<file path="src/hw/rtl/hpq_pkg.sv">
package hpq_pkg;

  // operation carried by an input beat
  localparam logic KIND_PUSH = 1'b0;
  localparam logic KIND_POP  = 1'b1;

  // result status codes
  localparam logic [1:0] ST_DONE  = 2'd0;
  localparam logic [1:0] ST_EMPTY = 2'd1;
  localparam logic [1:0] ST_FULL  = 2'd2;

  typedef enum logic [2:0] {
    S_IDLE,
    S_UP_CHK,
    S_UP_CMP,
    S_DN_LOAD,
    S_DN_CHK,
    S_DN_CMP,
    S_FINISH
  } hpq_state_t;

  typedef enum logic [3:0] {
    DP_NOP,
    DP_PUSH,
    DP_POP,
    DP_FULL,
    DP_EMPTY,
    DP_UP_CHK,
    DP_UP_CMP,
    DP_DN_LOAD,
    DP_DN_CHK,
    DP_DN_CMP
  } hpq_op_t;

  typedef struct packed {
    hpq_op_t op;
    logic    load_out;
  } hpq_cmd_t;

  typedef struct packed {
    logic full;
    logic empty;
    logic pos_zero;
    logic up_move;
    logic dn_leaf;
    logic dn_move;
    logic out_busy;
  } hpq_stat_t;

endpackage

</file>
<file path="src/hw/rtl/hpq_ifs.sv">
interface hpq_in_if #(
  parameter int KEY_BITS = 32
);
  logic                valid;
  logic                ready;
  logic                kind;
  logic [KEY_BITS-1:0] key_in;

  modport source (output valid, output kind, output key_in, input ready);
  modport sink   (input valid, input kind, input key_in, output ready);
endinterface

interface hpq_out_if #(
  parameter int KEY_BITS = 32,
  parameter int CNT_BITS = 7
);
  logic                valid;
  logic                ready;
  logic [KEY_BITS-1:0] key_out;
  logic [1:0]          status;
  logic [CNT_BITS-1:0] entry_count;

  modport source (output valid, output key_out, output status, output entry_count,
                  input ready);
  modport sink   (input valid, input key_out, input status, input entry_count,
                  output ready);
endinterface

</file>
<file path="src/hw/rtl/binary_heap_priority_queue_core.sv">
// Binary heap priority queue, min or max order.
// in_ch: one beat per operation, kind selects push of key_in or pop of the top.
// out_ch: exactly one beat per operation, carrying the popped key (0 on push or
//   refused op), status (done, pop on empty, push on full) and entry count.
// cfg_we/cfg_wdata: writes order_mode (0 = smallest first, 1 = largest first);
//   write only while the queue is idle.
// One operation is in flight at a time; in_ch.ready is high while idle.
// A push moves its key from the new leaf toward the root and a pop moves the
// last entry down from the root, S swaps in all (at most log2(CAPACITY));
// refused ops go straight to the result register. Each level is a read of
// the heap RAM and a compare-and-write on its single write port. The next
// beat is accepted in the cycle after the result register loads.
// The result sits in an output register, so the next operation is accepted
// while it waits; if it is still not taken when the next result is ready,
// the queue holds that result and stays busy until the receiver takes a beat.
// Reset (rst_n low at a clock edge) empties the queue and sets smallest-first
// order; the heap RAM itself is not cleared.
module binary_heap_priority_queue_core
  import hpq_pkg::*;
#(
  parameter int CAPACITY = 64,
  parameter int KEY_BITS = 32
) (
  input  logic        clk,
  input  logic        rst_n,
  hpq_in_if.sink      in_ch,
  hpq_out_if.source   out_ch,
  input  logic        cfg_we,
  input  logic        cfg_wdata
);

  localparam int AW = $clog2(CAPACITY);
  localparam int CW = $clog2(CAPACITY + 1);

  hpq_cmd_t  cmd;
  hpq_stat_t stat;

  hpq_ctrl u_ctrl (
    .clk      (clk),
    .rst_n    (rst_n),
    .in_valid (in_ch.valid),
    .in_kind  (in_ch.kind),
    .in_ready (in_ch.ready),
    .stat     (stat),
    .cmd      (cmd)
  );

  hpq_dp #(
    .CAPACITY (CAPACITY),
    .KEY_BITS (KEY_BITS),
    .AW       (AW),
    .CW       (CW)
  ) u_dp (
    .clk        (clk),
    .rst_n      (rst_n),
    .cmd        (cmd),
    .stat       (stat),
    .in_key     (in_ch.key_in),
    .cfg_we     (cfg_we),
    .cfg_wdata  (cfg_wdata),
    .out_ready  (out_ch.ready),
    .out_valid  (out_ch.valid),
    .out_key    (out_ch.key_out),
    .out_status (out_ch.status),
    .out_count  (out_ch.entry_count)
  );

endmodule

</file>
<file path="src/hw/rtl/hpq_ctrl.sv">
module hpq_ctrl
  import hpq_pkg::*;
(
  input  logic      clk,
  input  logic      rst_n,
  input  logic      in_valid,
  input  logic      in_kind,
  output logic      in_ready,
  input  hpq_stat_t stat,
  output hpq_cmd_t  cmd
);

  hpq_state_t state_r, state_nxt;

  always_ff @(posedge clk) begin
    if (!rst_n) begin
      state_r <= S_IDLE;
    end else begin
      state_r <= state_nxt;
    end
  end

  always_comb begin
    state_nxt = state_r;
    case (state_r)
      S_IDLE: begin
        if (in_valid) begin
          if (in_kind == KIND_POP) begin
            state_nxt = stat.empty ? S_FINISH : S_DN_LOAD;
          end else begin
            state_nxt = stat.full ? S_FINISH : S_UP_CHK;
          end
        end
      end
      S_UP_CHK:  state_nxt = stat.pos_zero ? S_FINISH : S_UP_CMP;
      S_UP_CMP:  state_nxt = stat.up_move ? S_UP_CHK : S_FINISH;
      S_DN_LOAD: state_nxt = S_DN_CHK;
      S_DN_CHK:  state_nxt = stat.dn_leaf ? S_FINISH : S_DN_CMP;
      S_DN_CMP:  state_nxt = stat.dn_move ? S_DN_CHK : S_FINISH;
      S_FINISH: begin
        if (!stat.out_busy) begin
          state_nxt = S_IDLE;
        end
      end
      default:   state_nxt = S_IDLE;
    endcase
  end

  always_comb begin
    cmd.op       = DP_NOP;
    cmd.load_out = 1'b0;
    in_ready     = 1'b0;
    case (state_r)
      S_IDLE: begin
        in_ready = 1'b1;
        if (in_valid) begin
          if (in_kind == KIND_POP) begin
            cmd.op = stat.empty ? DP_EMPTY : DP_POP;
          end else begin
            cmd.op = stat.full ? DP_FULL : DP_PUSH;
          end
        end
      end
      S_UP_CHK:  cmd.op = DP_UP_CHK;
      S_UP_CMP:  cmd.op = DP_UP_CMP;
      S_DN_LOAD: cmd.op = DP_DN_LOAD;
      S_DN_CHK:  cmd.op = DP_DN_CHK;
      S_DN_CMP:  cmd.op = DP_DN_CMP;
      S_FINISH:  cmd.load_out = !stat.out_busy;
      default:   cmd.op = DP_NOP;
    endcase
  end

endmodule

</file>
<file path="src/hw/rtl/hpq_dp.sv">
module hpq_dp
  import hpq_pkg::*;
#(
  parameter int CAPACITY = 64,
  parameter int KEY_BITS = 32,
  parameter int AW       = 6,
  parameter int CW       = 7
) (
  input  logic                clk,
  input  logic                rst_n,
  input  hpq_cmd_t            cmd,
  output hpq_stat_t           stat,
  input  logic [KEY_BITS-1:0] in_key,
  input  logic                cfg_we,
  input  logic                cfg_wdata,
  input  logic                out_ready,
  output logic                out_valid,
  output logic [KEY_BITS-1:0] out_key,
  output logic [1:0]          out_status,
  output logic [CW-1:0]       out_count
);

  localparam int XW = AW + 2;

  // heap RAM: one write port, two registered read ports
  logic [KEY_BITS-1:0] mem [CAPACITY];
  logic [KEY_BITS-1:0] rd_a_r, rd_b_r;
  logic [AW-1:0]       rd_a_addr, rd_b_addr, wr_addr;
  logic [KEY_BITS-1:0] wr_data;
  logic                wr_en;

  logic                order_mode_r;
  logic [KEY_BITS-1:0] key_r, key_nxt;
  logic [AW-1:0]       pos_r, pos_nxt;
  logic [CW-1:0]       fill_r, fill_nxt;
  logic [KEY_BITS-1:0] pend_key_r, pend_key_nxt;
  logic [1:0]          pend_st_r, pend_st_nxt;
  logic                out_valid_r, out_valid_nxt;
  logic [KEY_BITS-1:0] out_key_r, out_key_nxt;
  logic [1:0]          out_st_r, out_st_nxt;
  logic [CW-1:0]       out_cnt_r, out_cnt_nxt;

  logic [CW-1:0]       last_idx;
  logic [AW-1:0]       parent;
  logic [XW-1:0]       left_x, right_x, fill_x;
  logic                right_ok, use_right;
  logic [AW-1:0]       right_addr, pick_idx;
  logic [KEY_BITS-1:0] pick_val;

  function automatic logic better(input logic [KEY_BITS-1:0] a,
                                  input logic [KEY_BITS-1:0] b,
                                  input logic                mode);
    better = mode ? (a > b) : (a < b);
  endfunction

  assign last_idx   = fill_r - CW'(1);
  assign parent     = (pos_r - AW'(1)) >> 1;
  assign left_x     = XW'({pos_r, 1'b1});
  assign right_x    = left_x + XW'(1);
  assign fill_x     = XW'(fill_r);
  assign right_ok   = right_x < fill_x;
  assign right_addr = right_ok ? right_x[AW-1:0] : left_x[AW-1:0];
  // equal children go right
  assign use_right  = right_ok && !better(rd_a_r, rd_b_r, order_mode_r);
  assign pick_val   = use_right ? rd_b_r : rd_a_r;
  assign pick_idx   = use_right ? right_x[AW-1:0] : left_x[AW-1:0];

  assign stat.full     = fill_r == CW'(CAPACITY);
  assign stat.empty    = fill_r == '0;
  assign stat.pos_zero = pos_r == '0;
  assign stat.up_move  = better(key_r, rd_a_r, order_mode_r);
  assign stat.dn_leaf  = left_x >= fill_x;
  assign stat.dn_move  = better(pick_val, key_r, order_mode_r);
  assign stat.out_busy = out_valid_r && !out_ready;

  always_comb begin
    key_nxt      = key_r;
    pos_nxt      = pos_r;
    fill_nxt     = fill_r;
    pend_key_nxt = pend_key_r;
    pend_st_nxt  = pend_st_r;
    wr_en        = 1'b0;
    wr_addr      = pos_r;
    wr_data      = key_r;
    rd_a_addr    = parent;
    rd_b_addr    = right_addr;
    case (cmd.op)
      DP_PUSH: begin
        key_nxt      = in_key;
        pos_nxt      = fill_r[AW-1:0];
        fill_nxt     = fill_r + CW'(1);
        pend_key_nxt = '0;
        pend_st_nxt  = ST_DONE;
      end
      DP_FULL: begin
        pend_key_nxt = '0;
        pend_st_nxt  = ST_FULL;
      end
      DP_EMPTY: begin
        pend_key_nxt = '0;
        pend_st_nxt  = ST_EMPTY;
      end
      DP_POP: begin
        fill_nxt    = last_idx;
        pos_nxt     = '0;
        pend_st_nxt = ST_DONE;
        rd_a_addr   = '0;
        rd_b_addr   = last_idx[AW-1:0];
      end
      DP_DN_LOAD: begin
        pend_key_nxt = rd_a_r;
        key_nxt      = rd_b_r;
      end
      DP_UP_CHK: begin
        // at the root the moving key settles, otherwise fetch the parent
        wr_en = stat.pos_zero;
      end
      DP_UP_CMP: begin
        wr_en = 1'b1;
        if (stat.up_move) begin
          wr_data = rd_a_r;
          pos_nxt = parent;
        end
      end
      DP_DN_CHK: begin
        wr_en     = stat.dn_leaf;
        rd_a_addr = left_x[AW-1:0];
      end
      DP_DN_CMP: begin
        wr_en = 1'b1;
        if (stat.dn_move) begin
          wr_data = pick_val;
          pos_nxt = pick_idx;
        end
      end
      default: begin
        wr_en = 1'b0;
      end
    endcase
  end

  always_comb begin
    out_valid_nxt = out_valid_r;
    out_key_nxt   = out_key_r;
    out_st_nxt    = out_st_r;
    out_cnt_nxt   = out_cnt_r;
    if (cmd.load_out) begin
      out_valid_nxt = 1'b1;
      out_key_nxt   = pend_key_r;
      out_st_nxt    = pend_st_r;
      out_cnt_nxt   = fill_r;
    end else if (out_ready) begin
      out_valid_nxt = 1'b0;
    end
  end

  always_ff @(posedge clk) begin
    if (wr_en) begin
      mem[wr_addr] <= wr_data;
    end
    rd_a_r <= mem[rd_a_addr];
    rd_b_r <= mem[rd_b_addr];
  end

  always_ff @(posedge clk) begin
    if (!rst_n) begin
      order_mode_r <= 1'b0;
      fill_r       <= '0;
      out_valid_r  <= 1'b0;
    end else begin
      if (cfg_we) begin
        order_mode_r <= cfg_wdata;
      end
      fill_r      <= fill_nxt;
      out_valid_r <= out_valid_nxt;
    end
  end

  always_ff @(posedge clk) begin
    key_r      <= key_nxt;
    pos_r      <= pos_nxt;
    pend_key_r <= pend_key_nxt;
    pend_st_r  <= pend_st_nxt;
    out_key_r  <= out_key_nxt;
    out_st_r   <= out_st_nxt;
    out_cnt_r  <= out_cnt_nxt;
  end

  assign out_valid  = out_valid_r;
  assign out_key    = out_key_r;
  assign out_status = out_st_r;
  assign out_count  = out_cnt_r;

  a_fill_bound: assert property (@(posedge clk) disable iff (!rst_n)
    fill_r <= CW'(CAPACITY))
    else $error("heap fill count above capacity");

  a_full_keeps_fill: assert property (@(posedge clk) disable iff (!rst_n)
    cmd.op == DP_FULL |=> $stable(fill_r))
    else $error("refused push changed the fill count");

  a_out_from_load: assert property (@(posedge clk) disable iff (!rst_n)
    $rose(out_valid_r) |-> $past(cmd.load_out))
    else $error("result beat raised without a load");

  a_wr_in_heap: assert property (@(posedge clk) disable iff (!rst_n)
    wr_en |-> (XW'(wr_addr) < fill_x) || (cmd.op == DP_DN_CHK) || (cmd.op == DP_DN_CMP))
    else $error("sift-up write beyond the heap end");

endmodule
</file>
<file path="src/flat_wrapper.sv">
// flat-port wrapper written by rule: the top's interface ports become plain ports
module binary_heap_priority_queue_core_flat import hpq_pkg::*;
#(
  parameter int CAPACITY = 64,
  parameter int KEY_BITS = 32
)
  (clk, rst_n, cfg_we, cfg_wdata, in_ch_valid, in_ch_kind, in_ch_key_in, in_ch_ready, out_ch_valid, out_ch_key_out, out_ch_status, out_ch_entry_count, out_ch_ready);
  hpq_in_if #(.KEY_BITS(KEY_BITS)) in_ch_i ();
  hpq_out_if #(.KEY_BITS(KEY_BITS)) out_ch_i ();
  input  logic clk;
  input  logic rst_n;
  input  logic cfg_we;
  input  logic cfg_wdata;
  input wire logic [$bits(in_ch_i.valid)-1:0] in_ch_valid;
  input wire logic [$bits(in_ch_i.kind)-1:0] in_ch_kind;
  input wire logic [$bits(in_ch_i.key_in)-1:0] in_ch_key_in;
  output wire logic [$bits(in_ch_i.ready)-1:0] in_ch_ready;
  output wire logic [$bits(out_ch_i.valid)-1:0] out_ch_valid;
  output wire logic [$bits(out_ch_i.key_out)-1:0] out_ch_key_out;
  output wire logic [$bits(out_ch_i.status)-1:0] out_ch_status;
  output wire logic [$bits(out_ch_i.entry_count)-1:0] out_ch_entry_count;
  input wire logic [$bits(out_ch_i.ready)-1:0] out_ch_ready;
  assign in_ch_i.valid = in_ch_valid;
  assign in_ch_i.kind = in_ch_kind;
  assign in_ch_i.key_in = in_ch_key_in;
  assign in_ch_ready = in_ch_i.ready;
  assign out_ch_valid = out_ch_i.valid;
  assign out_ch_key_out = out_ch_i.key_out;
  assign out_ch_status = out_ch_i.status;
  assign out_ch_entry_count = out_ch_i.entry_count;
  assign out_ch_i.ready = out_ch_ready;
  binary_heap_priority_queue_core #(.CAPACITY(CAPACITY), .KEY_BITS(KEY_BITS)) u_core (.clk(clk), .rst_n(rst_n), .in_ch(in_ch_i), .out_ch(out_ch_i), .cfg_we(cfg_we), .cfg_wdata(cfg_wdata));
endmodule
</file>
<file path="config.mk">
export PLATFORM = sky130hd
export DESIGN_NAME = binary_heap_priority_queue_core_flat
export DESIGN_NICKNAME = d
export VERILOG_FILES = /design/src/hw/rtl/hpq_pkg.sv /design/src/hw/rtl/hpq_ifs.sv /design/src/hw/rtl/binary_heap_priority_queue_core.sv /design/src/hw/rtl/hpq_ctrl.sv /design/src/hw/rtl/hpq_dp.sv /design/src/flat_wrapper.sv
export SDC_FILE = /design/constraint.sdc
export NUM_CORES = 2
export LEC_CHECK = 0
export ABC_AREA = 1
export BUFFER_PORTS_ARGS = -buffer_cell sky130_fd_sc_hd__clkbuf_2
export CORE_MARGIN = 4
export CORE_UTILIZATION = 45
export DETAILED_ROUTE_END_ITERATION = 10
export MAX_ROUTING_LAYER = met4
export SLEW_MARGIN = 5
export SYNTH_ARGS = -nofsm -noshare
export SYNTH_HDL_FRONTEND = slang
export SYNTH_SLANG_ARGS = --single-unit
</file>
<file path="constraint.sdc">
create_clock -name clk -period 7.6 [get_ports clk]
set_input_delay 1.52 -clock clk [delete_from_list [all_inputs] [get_ports clk]]
set_output_delay 1.52 -clock clk [all_outputs]
set_load 0.01 [all_outputs]
</file>
==> impl_summary.log <==
[metrics] violation count after the first detailed-routing iteration: 18.2k
[metrics] post-CTS resize count: 0
[metrics] R2R Setup Slk: 0.85 ns
[metrics] Max Slew Vio Count: 0
[metrics] number of buffers added to fix hold violations after cts: 0
[metrics] transition time at the pin with the least slew margin: 1.35 ns
[metrics] Syn Inst Count: 13.6k
[metrics] insertion delay of the later-clocked pin in the worst-skew pair: 0.90 ns
[metrics] RSZ-0062 raised after global routing: false
[metrics] net count of the mapped netlist: 13.8k
[metrics] clock transition time at the flip-flop clock pins of the worst setup and hold paths: 0.06 ns
[metrics] global-route wire length before repair: 716000 um
[metrics] Num CTS Buffers: 240
[metrics] Worst Clk Skew: 0.0373 ns
[metrics] critical path endpoint category: flip-flop
[metrics] die area: 270000 um^2
[metrics] Die Height: 520 um
[metrics] Setup Fix Bufs, Post-CTS: 0
[metrics] hpwl dp: 270000 um
[metrics] number of synthesized flops with an enable pin: 2161
[metrics] Unique masters post-synth: 46
[metrics] r2r startpoint: u_core.u_dp.pos_r[0]
[metrics] Placement Rows: 187
[metrics] cell area after synthesis: 118000 um^2
[metrics] fill cell instance count of the final layout: 23.7k
[metrics] worst min-delay path category: reg -> reg
[metrics] worst flop-to-flop path endpoint: u_core.u_dp.mem[14][27]
[metrics] initial antenna violation count: 14
[metrics] clock sink count: 2237
[metrics] overall die width: 520 um
[metrics] share of synthesized flip-flops with an asynchronous set or reset: 0%
[metrics] Avg Inst Size Synth: 8.65 um^2
[metrics] starting density of the core: 45.3%
[metrics] vias after detailed routing: 109k
[metrics] final total negative setup slack: 0 ns
[metrics] cell at the root of the clock tree: clkbuf_16
[metrics] proportion of netlist area held by the largest area contributor: 55.0%
[metrics] Final Cycle Share: 88.9%
[metrics] Post-synth top cells: nand2_1 (4843), nand3_1 (4330), edfxtp_1 (2161)
[metrics] data arrival time at the worst-slack endpoint: 7.34 ns
[metrics] cell depth of the worst min-delay path: 0
[metrics] routed length per placed instance: 29.7 um
[metrics] required time worst endpoint: 8.18 ns
[metrics] via density per instance: 6.42
[metrics] placeable core area: 260000 um^2
[metrics] count of final hold-check violations: 0
[metrics] relative max-transition margin: 10.0%
[metrics] pin count of the biggest net entering global routing: 161
[metrics] path depth of the worst reg2reg path: 29
[metrics] cell accounting for the most synthesized area: edfxtp_1
[metrics] GPL Wtd Cong: 0.940
[metrics] Primary FF master, synth: edfxtp_1
[metrics] fin cells: 17.0k
[metrics] number of buffer cells added on primary ports: 81
[metrics] residual antenna-violating net count after detailed routing: 0
[metrics] CP max stage cell: edfxtp_1
[metrics] largest stage delay on the critical path: 0.56 ns
[metrics] final-report setup violation count: 0
[metrics] CP max FO: 42
[metrics] startpoint of the most critical hold path: u_core.u_dp.pend_key_r[11]
[metrics] Most Frequent Cell on Critical Path: nand2_1
[metrics] number of nets in the finished design: 13.4k
[metrics] buffers plus inverters on the worst setup path: 7
[metrics] post-route DRC violation count: 0
[metrics] sink of the worst hold path: u_core.u_dp.out_key[11]
[metrics] layout overhead on the synthesized area: 10.6%
[metrics] FF/Latch Area: 66400 um^2
[metrics] count of placed standard cells including taps: 16.5k
[metrics] max frequency: 148 MHz
[metrics] MaxCap Viol Count: 0
[metrics] Congestion Overflow GR: 0
[metrics] CTS tree: done
[metrics] critical path class: reg -> reg
[metrics] result of the run: finished, final reports clean
[metrics] total global-route track usage: 37.0%
[metrics] crit-path leading delay family: simple AND/OR/NAND/NOR gates
[metrics] vias in the first global route: 103k
[metrics] top-level port count: 82
[metrics] cells taking the most area after synthesis: edfxtp_1 (55%), nand3_1 (18%), nand2_1 (15%), buf_2 (2.9%), inv_1 (1.4%)
[metrics] combined area of the multi-input logic cells: 45700 um^2
[metrics] total number of H-tree levels: 4
[metrics] count of yosys warnings during synthesis: 0
[metrics] overall routed net length: 504000 um
[metrics] proportion of layout cells with a drive suffix above 1: 6.78%
[metrics] Final Critical Period: 6.75 ns
[metrics] number of buffers on the longest clock path: 3
[metrics] most instantiated library cell after synthesis: nand2_1
[metrics] number of synthesized register bits: 2237
[metrics] first-pass iteration count of the detailed router: 10
[metrics] crit path launch type: flip-flop
[metrics] share of the yosys chip area belonging to registers: 56.3%
-- registers in the layout (all words and copies together) (netlist names) --
register	flops
u_core.u_dp.mem	2048
u_core.u_dp.key_r	32
u_core.u_dp.out_key	32
u_core.u_dp.pend_key_r	32
u_core.u_dp.rd_a_r	32
u_core.u_dp.rd_b_r	32
u_core.u_dp.fill_r	7
u_core.u_dp.out_count	7
u_core.u_dp.pos_r	6
u_core.u_ctrl.state_r	3
u_core.u_dp.out_status	2
u_core.u_dp.pend_st_r	2
u_core.u_dp.order_mode_r	1
u_core.u_dp.out_valid	1
-- logic make-up (layout without fill, tap and decap cells) --
| kind of cell | Yosys count | after routing | synth area share (%) |
|---|---|---|---|
| other | 0 | 10 | 0 |
| AOI/OAI and AO/OA | 203 | 203 | 1.03 |
| adders and majority gates | 113 | 113 | 1.20 |
| and+or+nand+nor | 9567 | 9567 | 35.8 |
| buffers and inverters | 1502 | 1327 | 5.61 |
| DFF | 2237 | 2237 | 56.3 |
| xor gates and xnor gates | 10 | 10 | 0.0743 |
-- stage by stage --
step	hold slack (ns)	setup WS, ns	area (um^2)	utilization [%]
CTS	0.419	1.06	130000	50.1
floorplan	0.400	1.77	118000	-
finish	0.421	0.846	130000	50.1
detailed placement	0.406	1.09	123000	47.2
global placement	0.408	1.01	123000	47.2
global route	0.426	0.499	130000	50.1
-- per-layer routing --
metal / track usage (%) / part of all wire, % / vias to the layer above
li1: - / - / 46158
met1: 46.3 / 36 / 52081
met2: 53.9 / 43 / 8759
met3: 8.82 / 13 / 1959
met4: 23.4 / 7.6 / 0
met5: - / 0 / -
-- cell type report --
cell class	instances	share of cell area, %
multi-input combinational	9893	35.1
inverter	440	1.30
timing repair buffer	444	3.57
tap	3496	3.36
antenna	10	0.0192
clock buffer	322	5.00
sequential	2237	50.9
clock inverter	121	0.715
-- layout by cell type (no fill, tap or decap), types with 76 or more instances in the layout --
| cell | instances |
|---|---|
| buf_12 | 122 |
| clkbuf_16 | 247 |
| nor2_1 | 89 |
| nand2_1 | 4841 |
| edfxtp_1 | 2161 |
| clkbuf_2 | 81 |
| inv_1 | 426 |
| ha_1 | 113 |
| nand3b_1 | 161 |
| nand3_1 | 4298 |
| dfxtp_1 | 76 |
| buf_4 | 241 |
-- worst max-delay path by stage --
stage,startpoint,end,slack (ns),cells after the start
floorplan,u_core.u_dp.pos_r[0],u_core.u_dp.mem[0][0],1.77,28
global placement,u_core.u_dp.pos_r[0],u_core.u_dp.mem[1][2],1.01,32
detailed placement,u_core.u_dp.pos_r[2],u_core.u_dp.mem[6][13],1.09,28
CTS,u_core.u_dp.pos_r[0],u_core.u_dp.mem[13][13],1.06,29
global route,u_core.u_dp.pos_r[0],u_core.u_dp.mem[15][27],0.50,29
finish,u_core.u_dp.pos_r[0],u_core.u_dp.mem[14][27],0.85,29
Power is not shown: default switching activity piles up to over one toggle a cycle in this logic, so the estimate is an artifact.
